`config.mk`:
```
export PLATFORM = sky130hd
export DESIGN_NAME = rational_arith_reduce
export DESIGN_NICKNAME = d
export VERILOG_FILES = /design/src/design/rar_pkg.sv /design/src/design/rational_arith_reduce.sv
export SDC_FILE = /design/constraint.sdc
export NUM_CORES = 2
export LEC_CHECK = 0
export BUFFER_PORTS_ARGS = -buffer_cell sky130_fd_sc_hd__buf_4
export CORE_AREA = 2 2 345 347
export DETAILED_ROUTE_END_ITERATION = 6
export DIE_AREA = 0 0 347 349
export GPL_TIMING_DRIVEN = 0
export MAX_ROUTING_LAYER = met4
export PLACE_DENSITY = 0.45
export SLEW_MARGIN = 15
export SYNTH_ARGS = -nofsm -noshare
export SYNTH_HDL_FRONTEND = slang
export SYNTH_SLANG_ARGS = --single-unit
export TNS_END_PERCENT = 100
```
`constraint.sdc`:
```
create_clock -name clk -period 8.8 [get_ports clk]
set_input_delay 0.88 -clock clk [delete_from_list [all_inputs] [get_ports clk]]
set_output_delay 0.88 -clock clk [all_outputs]
set_load 0.005 [all_outputs]
```
`src/design/rar_pkg.sv`:
```
`timescale 1ns / 1ps
// ----------------------------------------------------------------------------
// rar_pkg
// Widths and opcodes shared by the rational arithmetic reduce block.
// ----------------------------------------------------------------------------
package rar_pkg;

  // operand width and derived internal widths
  localparam int OPW = 16;          // width of each input numerator / denominator
  localparam int RW  = OPW + 1;     // reduced operand part (negating -2^(OPW-1))
  localparam int NW  = 33;          // result numerator, signed
  localparam int DW  = 31;          // result denominator, unsigned
  localparam int MW  = NW - 1;      // magnitude width for gcd and divider
  localparam int AW  = NW + 1;      // shared add / subtract unit width
  localparam int PW  = 2 * RW;      // full product width
  localparam int KW  = $clog2(MW);  // shared power of two count and divider count

  // opcodes
  localparam logic [1:0] OP_ADD = 2'd0;
  localparam logic [1:0] OP_SUB = 2'd1;
  localparam logic [1:0] OP_MUL = 2'd2;
  localparam logic [1:0] OP_DIV = 2'd3;

endpackage

```
`src/design/rational_arith_reduce.sv`:
```
`timescale 1ns / 1ps
// ----------------------------------------------------------------------------
// rational_arith_reduce
// Adds, subtracts, multiplies or divides two signed fractions and returns the
// result reduced to lowest terms with a positive denominator.
// ----------------------------------------------------------------------------
// Usage:
//   The input channel carries an opcode and the two fractions a_num/a_den and
//   b_num/b_den. A request is taken when in_valid is high and in_stall is low.
//   in_stall stays high while a request is being worked on.
//   Each operand is reduced, the operation is done by cross multiplication and
//   the raw result is reduced again. A zero denominator leaves a fraction as is.
//   The result channel gives res_num (signed) and res_den (zero marks an
//   undefined, unreduced result).
// Sequencing:
//   One request at a time. Each of the three reductions runs a binary gcd
//   loop on one shared add / subtract unit (one shift, subtract or swap a
//   cycle), then two restoring divisions on the same unit. A zero
//   denominator skips its reduction. The cross products run through S_MUL0
//   to S_MUL2, plus S_MUL3 for add and subtract, on one 17 x 17 multiplier.
// Reset and stall:
//   rst_n is synchronous and active low; it drops any request in flight and
//   clears the output valid. A stalled result holds in the output register;
//   the next request is accepted meanwhile and waits at its end for the
//   output register to free up.
// ----------------------------------------------------------------------------
module rational_arith_reduce (
  input  logic                              clk,
  input  logic                              rst_n,
  input  logic                              in_valid,
  output logic                              in_stall,
  input  logic [1:0]                        in_opcode,
  input  logic signed [rar_pkg::OPW-1:0]    in_a_num,
  input  logic signed [rar_pkg::OPW-1:0]    in_a_den,
  input  logic signed [rar_pkg::OPW-1:0]    in_b_num,
  input  logic signed [rar_pkg::OPW-1:0]    in_b_den,
  output logic                              out_valid,
  input  logic                              out_stall,
  output logic signed [rar_pkg::NW-1:0]     out_res_num,
  output logic [rar_pkg::DW-1:0]            out_res_den
);
  import rar_pkg::*;

  typedef enum logic [3:0] {
    S_IDLE, S_CHK, S_NEG_NUM, S_NEG_DEN, S_MAG, S_GCD, S_DIV_LOAD, S_DIV_RUN,
    S_SIGN, S_STORE, S_MUL0, S_MUL1, S_MUL2, S_MUL3, S_DONE
  } state_t;

  typedef enum logic [1:0] {PH_A, PH_B, PH_R} phase_t;

  state_t                 state_r;
  phase_t                 phase_r;
  logic [1:0]             opcode_r;
  logic signed [RW-1:0]   an_r, ad_r, bn_r, bd_r;
  logic signed [NW-1:0]   num_r, den_r;
  logic                   neg_r;
  logic [MW-1:0]          x_r, y_r;
  logic [KW-1:0]          k_r;
  logic [MW-1:0]          rem_r, quo_r, dvs_r;
  logic [KW-1:0]          cnt_r;
  logic                   div_den_r;
  logic signed [PW-1:0]   prod_r;
  logic                   out_valid_r;
  logic signed [NW-1:0]   out_res_num_r;
  logic [DW-1:0]          out_res_den_r;

  logic [AW-1:0]          alu_a, alu_b, alu_y;
  logic                   alu_sub;
  logic signed [RW-1:0]   mul_a, mul_b;
  logic signed [PW-1:0]   mul_p;
  logic                   div_ge;
  logic [MW-1:0]          rem_step, quo_step;
  logic                   last_bit;

  // shared add / subtract unit operand select
  always_comb begin
    alu_a   = '0;
    alu_b   = '0;
    alu_sub = 1'b1;
    case (state_r)
      S_NEG_NUM: alu_b = {num_r[NW-1], num_r};
      S_NEG_DEN: alu_b = {den_r[NW-1], den_r};
      S_MAG: begin
        alu_b   = {num_r[NW-1], num_r};
        alu_sub = num_r[NW-1];
      end
      S_GCD: begin
        alu_a = {2'b00, x_r};
        alu_b = {2'b00, y_r};
      end
      S_DIV_RUN: begin
        alu_a = {1'b0, rem_r, quo_r[MW-1]};
        alu_b = {2'b00, dvs_r};
      end
      S_SIGN: begin
        alu_b   = {num_r[NW-1], num_r};
        alu_sub = neg_r;
      end
      S_MUL3: begin
        alu_a   = {num_r[NW-1], num_r};
        alu_b   = AW'(prod_r);
        alu_sub = (opcode_r == OP_SUB);
      end
      default: ;
    endcase
    alu_y = alu_sub ? (alu_a - alu_b) : (alu_a + alu_b);
  end

  // restoring divider step
  assign div_ge   = !alu_y[AW-1];
  assign rem_step = div_ge ? alu_y[MW-1:0] : {rem_r[MW-2:0], quo_r[MW-1]};
  assign quo_step = {quo_r[MW-2:0], div_ge};
  assign last_bit = (cnt_r == KW'(MW - 1));

  // multiplier operand select
  always_comb begin
    mul_a = '0;
    mul_b = '0;
    case (state_r)
      S_MUL0: begin
        mul_a = an_r;
        mul_b = (opcode_r == OP_MUL) ? bn_r : bd_r;
      end
      S_MUL1: begin
        mul_a = ad_r;
        mul_b = (opcode_r == OP_DIV) ? bn_r : bd_r;
      end
      S_MUL2: begin
        mul_a = bn_r;
        mul_b = ad_r;
      end
      default: ;
    endcase
    mul_p = mul_a * mul_b;
  end

  // sequencer, datapath registers and output register
  always_ff @(posedge clk) begin
    if (!rst_n) begin
      state_r     <= S_IDLE;
      phase_r     <= PH_A;
      out_valid_r <= 1'b0;
    end else begin
      // output register loads from the sequencer or drains
      if (state_r == S_DONE && (!out_valid_r || !out_stall)) begin
        out_valid_r <= 1'b1;
      end else if (out_valid_r && !out_stall) begin
        out_valid_r <= 1'b0;
      end
      case (state_r)
        S_IDLE: begin
          if (in_valid) begin
            opcode_r <= in_opcode;
            num_r    <= {{(NW-OPW){in_a_num[OPW-1]}}, in_a_num};
            den_r    <= {{(NW-OPW){in_a_den[OPW-1]}}, in_a_den};
            bn_r     <= {{(RW-OPW){in_b_num[OPW-1]}}, in_b_num};
            bd_r     <= {{(RW-OPW){in_b_den[OPW-1]}}, in_b_den};
            phase_r  <= PH_A;
            state_r  <= S_CHK;
          end
        end
        // zero denominator stays unreduced, negative one is flipped
        S_CHK: begin
          if (den_r == '0) begin
            state_r <= S_STORE;
          end else if (den_r[NW-1]) begin
            state_r <= S_NEG_NUM;
          end else begin
            state_r <= S_MAG;
          end
        end
        S_NEG_NUM: begin
          num_r   <= alu_y[NW-1:0];
          state_r <= S_NEG_DEN;
        end
        S_NEG_DEN: begin
          den_r   <= alu_y[NW-1:0];
          state_r <= S_MAG;
        end
        // keep the sign, work on magnitudes
        S_MAG: begin
          neg_r   <= num_r[NW-1];
          num_r   <= alu_y[NW-1:0];
          x_r     <= alu_y[MW-1:0];
          y_r     <= den_r[MW-1:0];
          k_r     <= '0;
          state_r <= S_GCD;
        end
        // binary gcd, one shift, subtract or swap per cycle
        S_GCD: begin
          if (x_r == '0) begin
            dvs_r     <= y_r << k_r;
            div_den_r <= 1'b0;
            state_r   <= S_DIV_LOAD;
          end else if (y_r == '0) begin
            dvs_r     <= x_r << k_r;
            div_den_r <= 1'b0;
            state_r   <= S_DIV_LOAD;
          end else if (!x_r[0] && !y_r[0]) begin
            x_r <= x_r >> 1;
            y_r <= y_r >> 1;
            k_r <= k_r + 1'b1;
          end else if (!x_r[0]) begin
            x_r <= x_r >> 1;
          end else if (!y_r[0]) begin
            y_r <= y_r >> 1;
          end else if (!alu_y[AW-1]) begin
            x_r <= alu_y[MW:1];
          end else begin
            x_r <= y_r;
            y_r <= x_r;
          end
        end
        // exact division of numerator, then denominator, by the gcd
        S_DIV_LOAD: begin
          rem_r   <= '0;
          quo_r   <= div_den_r ? den_r[MW-1:0] : num_r[MW-1:0];
          cnt_r   <= '0;
          state_r <= S_DIV_RUN;
        end
        S_DIV_RUN: begin
          rem_r <= rem_step;
          quo_r <= quo_step;
          cnt_r <= cnt_r + 1'b1;
          if (last_bit) begin
            if (!div_den_r) begin
              num_r     <= {1'b0, quo_step};
              div_den_r <= 1'b1;
              state_r   <= S_DIV_LOAD;
            end else begin
              den_r   <= {1'b0, quo_step};
              state_r <= S_SIGN;
            end
          end
        end
        S_SIGN: begin
          num_r   <= alu_y[NW-1:0];
          state_r <= S_STORE;
        end
        // hand the reduced fraction on
        S_STORE: begin
          case (phase_r)
            PH_A: begin
              an_r    <= num_r[RW-1:0];
              ad_r    <= den_r[RW-1:0];
              num_r   <= {{(NW-RW){bn_r[RW-1]}}, bn_r};
              den_r   <= {{(NW-RW){bd_r[RW-1]}}, bd_r};
              phase_r <= PH_B;
              state_r <= S_CHK;
            end
            PH_B: begin
              bn_r    <= num_r[RW-1:0];
              bd_r    <= den_r[RW-1:0];
              state_r <= S_MUL0;
            end
            default: begin
              state_r <= S_DONE;
            end
          endcase
        end
        // cross products
        S_MUL0: begin
          prod_r  <= mul_p;
          state_r <= S_MUL1;
        end
        S_MUL1: begin
          num_r   <= prod_r[NW-1:0];
          prod_r  <= mul_p;
          state_r <= S_MUL2;
        end
        S_MUL2: begin
          den_r   <= prod_r[NW-1:0];
          phase_r <= PH_R;
          if (opcode_r inside {OP_ADD, OP_SUB}) begin
            prod_r  <= mul_p;
            state_r <= S_MUL3;
          end else begin
            state_r <= S_CHK;
          end
        end
        S_MUL3: begin
          num_r   <= alu_y[NW-1:0];
          state_r <= S_CHK;
        end
        // load the output register once it is free
        S_DONE: begin
          if (!out_valid_r || !out_stall) begin
            out_res_num_r <= num_r;
            out_res_den_r <= den_r[DW-1:0];
            state_r       <= S_IDLE;
          end
        end
        default: begin
          state_r <= S_IDLE;
        end
      endcase
    end
  end

  assign in_stall    = (state_r != S_IDLE);
  assign out_valid   = out_valid_r;
  assign out_res_num = out_res_num_r;
  assign out_res_den = out_res_den_r;

`ifndef SYNTHESIS
  // divisor is the gcd of a nonzero denominator
  a_div_nonzero: assert property (@(posedge clk) disable iff (!rst_n)
    (state_r == S_DIV_RUN) |-> (dvs_r != '0))
    else $error("divider running with zero divisor");

  // gcd operands never both zero
  a_gcd_live: assert property (@(posedge clk) disable iff (!rst_n)
    (state_r == S_GCD) |-> (x_r != '0 || y_r != '0))
    else $error("gcd operands both zero");

  // division by the gcd is exact
  a_div_exact: assert property (@(posedge clk) disable iff (!rst_n)
    (state_r == S_DIV_RUN && last_bit) |=> (rem_r == '0))
    else $error("division by gcd left a remainder");

  // result denominator is never negative
  a_den_sign: assert property (@(posedge clk) disable iff (!rst_n)
    (state_r == S_DONE) |-> !den_r[NW-1])
    else $error("negative result denominator");
`endif

endmodule
```
Word-level counts from Yosys, hierarchy flattened. Cells that the tools add are included. Widths: inputs -> output; s select.

Muxes and demuxes: 71. Shift operators: 2. Reduce and logical (&&, ||, !) cells: 48. Multiply operators: 1. Eq/ne operators: 34. Add/sub/neg operators: 4.

Operator list (number): $mux 32 (16); $pmux 33 s5 (2); $mux 33 (8); $pmux 32 s2 (4); $pmux 34 s5 (1); $mux 17 (6); $pmux 17 s3 (2); $pmux 34 s3 (1); $mux 34 (2); $pmux 17 s2 (2); $pmux 34 s2 (1); $logic_not 32->1 (2); $shl 32x5->32 (2); $pmux 4 s15 (1); $add 34x34->34 (1); $mul 17x17->34 (1); $sub 34x34->34 (1); $logic_not 33->1 (1); $mux 4 (8); $eq 4x4->1 const B (7); $ne 2x2->1 const B (10); $pmux 5 s2 (2); $reduce_and 3->1 (6); $reduce_and 6->1 (3); 33 further kinds (70).

Bits of input ports: 70. Output and inout bits: 66. Register bits after elaboration: 413.

Depth between registers and ports, before layout.
Depth after elaboration: 12. Depth in mapped cells: 35. Depth with buffers taken out: 30.

Worst setup path before layout. No wires, ideal clock.

Kind: reg-to-reg. Start: register state_r[3]. End: register prod_r[33] (data pin). Stages on the path, launching flop included: 36. Path buffers: 6. Arrival: 7.948 ns. Setup time: 0.260 ns. Path slack: 0.592 ns. Path through: dfxtp_1 -> buf_6 -> buf_2 -> buf_2 -> clkbuf_1 -> nand2_1 -> nor3_1 -> mux2i_1 -> nor2_1 -> buf_2 -> nand2_1 -> nand2_1 -> clkbuf_1 -> nand2_1 -> fa_1 -> inv_1 -> fa_1 -> inv_1 -> fa_1 -> inv_1 -> fa_1 -> fa_1 -> inv_1 -> fa_1 -> inv_1 -> ha_1 -> nand3_1 -> nor2_1 -> and3_1 -> a32oi_1 -> nand2_1 -> o21ai_0 -> a21oi_1 -> a211oi_1 -> a21oi_1 -> xnor2_1.

Word-level cells in the longest chain between the ends: 5. Elaborated cells between the ends (all ways): 9.

Ends and longest elaborated chain: from (decl) (RTL line rational_arith_reduce.sv:51) `state_t state_r;`; from (signal assigned) (RTL line rational_arith_reduce.sv:140) `state_r <= S_IDLE;`; from (signal assigned) (RTL line rational_arith_reduce.sv:159) `state_r <= S_CHK;`; from (signal assigned) (RTL line rational_arith_reduce.sv:165) `state_r <= S_STORE;`; $eq 4x4->1 (RTL line rational_arith_reduce.sv:119) `case (state_r)`; $pmux 17 s3 (RTL line rational_arith_reduce.sv:119); $mul 17x17->34 * (RTL line rational_arith_reduce.sv:134) `mul_p = mul_a * mul_b;`; net mul_p[33] (RTL line rational_arith_reduce.sv:70) `logic signed [PW-1:0] mul_p;`; $mux 34 (RTL line rational_arith_reduce.sv:274) `if (opcode_r inside {OP_ADD, OP_SUB}) begin`; $pmux 34 s2 * (RTL line rational_arith_reduce.sv:150) `case (state_r)`; to (signal assigned) (RTL line rational_arith_reduce.sv:263) `prod_r <= mul_p;`; to (signal assigned) (RTL line rational_arith_reduce.sv:268) `prod_r <= mul_p;`; to (signal assigned) (RTL line rational_arith_reduce.sv:275) `prod_r <= mul_p;`; to (decl) (RTL line rational_arith_reduce.sv:62) `logic signed [PW-1:0] prod_r;`.

The timed path passes the listed nets; every way through them passes the cells marked *. The select of a mux whose other input is x is not followed. A chain may end at the register's enable or synchronous reset.

Final worst setup path.
Start: register state_r[2]. End: register prod_r[33] (data pin).

Same word-level chain as after synthesis.

==> impl_metrics.csv <==
group,metric,value,unit
hold_path,hold_path_depth,1,
setup_path,cp.arrival,8.81,ns
route,postRouteWirelength,154000,um
grt,track_usage,0.256,
setup_path,required,9.13,ns
setup_path,worst_path_max_delay_cell,"a222oi_1",
setup_path,critPathMaxStageDelay,0.64,ns
timing,setup_tns,0,ns
logic_synthesis,yosysSeqAreaShare,0.352,
timing,fin_crit_sh,0.964,
logic_synthesis,syn_nets,4093,
floorplan,die_x,347,um
floorplan,io_pins,136,
setup_path,rr_endpoint,"prod_r[33]",
timing,hold_viol,0,
finish,final_cell_mix,"448 x nor2_1, 424 x nand2_1, 406 x edfxtp_1",
route,drt_iter0_markers,3452,
logic_synthesis,syn_area,0.0350,sq mm
clock_tree,holdBufCountCts,0,
logic_synthesis,synth.distinct_cells,79,
hold_path,hp-start,"in_opcode[1]",
setup_path,cpMostUsedCell,"fa_1",
timing,fin_crit,8.48,ns
timing,worstMarginPinSlew,1.17,ns
setup_path,crit_type,"reg2reg",
logic_synthesis,ys_warn_count,0,
placed_design,dp_hpwl,124000,um
clock_tree,tritoncts,"done",
grt,grt_first_pass_wirelength,217000,um
floorplan,fp-row-count,126,
clock_tree,clk_transition_reported_paths,0.08,ns
placed_design,gp_congestion,0.971,
outcome,status,"finished clean",
floorplan,dieArea,0.121,sq mm
clock_tree,cts_made_buffers,47,
route,postRouteAntennaNets,0,
clock_tree,insertion_delay,0.64,ns
clock_tree,cts_root_buf,"clkbuf_16",
timing,fin_ws,0.320,ns
route,vias,29700,
setup_path,endpoint_kind,"register",
route,wl_per_cell,28.5,um
logic_synthesis,synthCells,3604,
route,firstDrtPassIters,6,
grt,grt_pass1_vias,29600,
hold_path,min_to,"opcode_r[1]",
pwr,vdd_drop_max,202,uV
timing,fmax,118,MHz
floorplan,start_util,0.298,
setup_path,r2r_start,"state_r[2]",
setup_path,crit_buf_inv,7,
finish,n_fill_cell,12100,
pwr,p_total,0.0123,W
logic_synthesis,synth_seq_cells,413,
logic_synthesis,synth_edf_count,406,
timing,maxSlewViolCount,0,
clock_tree,clock-sinks,413,
hold_path,hold_path.class,"in2reg",
route,vias_per_cell,5.50,
timing,finClkSkew,0.0414,ns
floorplan,core-area,0.117,sq mm
job,max-cap-violations,0,
finish,drive_above_1_share,0.100,
placed_design,port_buffers,135,
placed_design,dp_slack,-2.73,ns
setup_path,worst_setup_path_start_kind,"register",
setup_path,cp_top_family,"adder cells",
setup_path,rrSetupSlack,0.32,ns
grt,grt_start_max_net_pins,48,
setup_path,crit_path_max_fanout,19,
pwr,p_leak,16.3,nW
setup_path,worstSetupStartpoint,"state_r[2]",
finish,nets,4305,
logic_synthesis,yosys_most_used_dff,"edfxtp_1",
setup_path,rr_worst_depth,28,
route,drc_errors,0,
finish,area_growth,14.8,%
finish,final_common_cell,"nor2_1",
pwr,p_per_area,306,mW/mm^2
logic_synthesis,synth_async_sr_flop_share,0,
timing,slew_headroom,0.220,
floorplan,die_height,349,um
grt,grt-ovfl-total,0,
grt,antenna_found_initial,1,
clock_tree,clock_path_buffers,3,
logic_synthesis,synth_area_per_cell,9.71,sq um
timing,rsz0062_at_grt,"false",
clock_tree,cts.htree.levels,2,
timing,finalSetupViolCount,0,
## logic make-up after synthesis
logic type | count (synthesis) | synth area share
buf+inv | 574 | 0.0635
fa+ha+maj | 419 | 0.213
compound gates | 710 | 0.132
xor+xnor | 106 | 0.0270
flops | 413 | 0.352
simple gates | 1142 | 0.142
mux | 240 | 0.0699
## how the worst max path moves through the flow
stage	endpoint	depth (start not counted)	slack (ns)
final	prod_r[33]	28	0.32
after detailed placement	prod_r[33]	32	-2.73
after global placement	prod_r[33]	31	-2.73
after global routing	prod_r[32]	32	0.02
after CTS	prod_r[33]	30	-0.03
after floorplan	prod_r[33]	35	0.59
## cells in the mapped netlist, types with 28 or more instances
cell type,n,area share
nand3_1,40,0.0057
and2_1,29,0.0052
mux2i_1,223,0.064
a22oi_1,68,0.015
a31oi_1,36,0.0064
inv_1,360,0.039
a21oi_1,229,0.033
nand2b_1,30,0.0054
buf_1,28,0.0030
o2111ai_1,29,0.0073
xor2_1,32,0.0080
nor2_1,451,0.048
nand2_1,429,0.046
o21ai_0,103,0.015
a21o_1,36,0.0077
clkbuf_1,162,0.017
ha_1,122,0.044
edfxtp_1,406,0.35
xnor2_1,73,0.018
o22ai_1,51,0.0091
fa_1,297,0.17
## timing repair
| action | 4_1_cts | 5_1_grt |
|---|---|---|
| buffers inserted | 6 | 2 |
| gates resized for setup | 72 | 42 |
| pin swaps | 6 | 6 |
| endpoints found under the setup margin | 24 | 10 |
## metal layers
metal,vias up,global-route usage,routed length [um],part of all wire
met3,236,0.0392,11600,0.075
met1,15000,0.337,65600,0.43
li1,12900,-,-,-
met5,-,-,0,0
met2,1467,0.401,70700,0.46
met4,0,0.0891,5760,0.037
## area by class of cell
type,count,area (sq um),area share
antenna,1,2.50,0.0000623
multi-input combinational,2617,20600,0.514
buffer,203,926,0.0230
clock buffer,56,1230,0.0306
clock inverter,28,320,0.00797
inverter,361,1360,0.0338
tap,1536,1920,0.0478
timing repair buffer,173,1460,0.0362
sequential,413,12300,0.307
## sequential cells by signal, indices dropped and copies added (netlist names), 17 cells and up
register     cells
ad_r            17
an_r            17
bd_r            17
bn_r            17
den_r           33
dvs_r           32
num_r           33
out_res_den     31
out_res_num     33
prod_r          34
quo_r           32
rem_r           32
x_r             32
y_r             32
## through the flow
stage,utilization,instances,instance area [sq um],hold WS [ns]
CTS,0.341,5387,40100,0.485
global placement,0.323,5275,37900,0.551
floorplan,-,3604,35000,0.473
detailed placement,0.327,5305,38400,0.561
finish,0.342,5388,40200,0.524
global route,0.342,5387,40200,0.490
## where the power goes
group	total, W	switching, W	internal [W]
combinational	0.00674	0.00454	0.00220
clock	0.00208	0.000903	0.00118
sequential	0.00348	0.000720	0.00276
(Power assumes the default switching activity.)
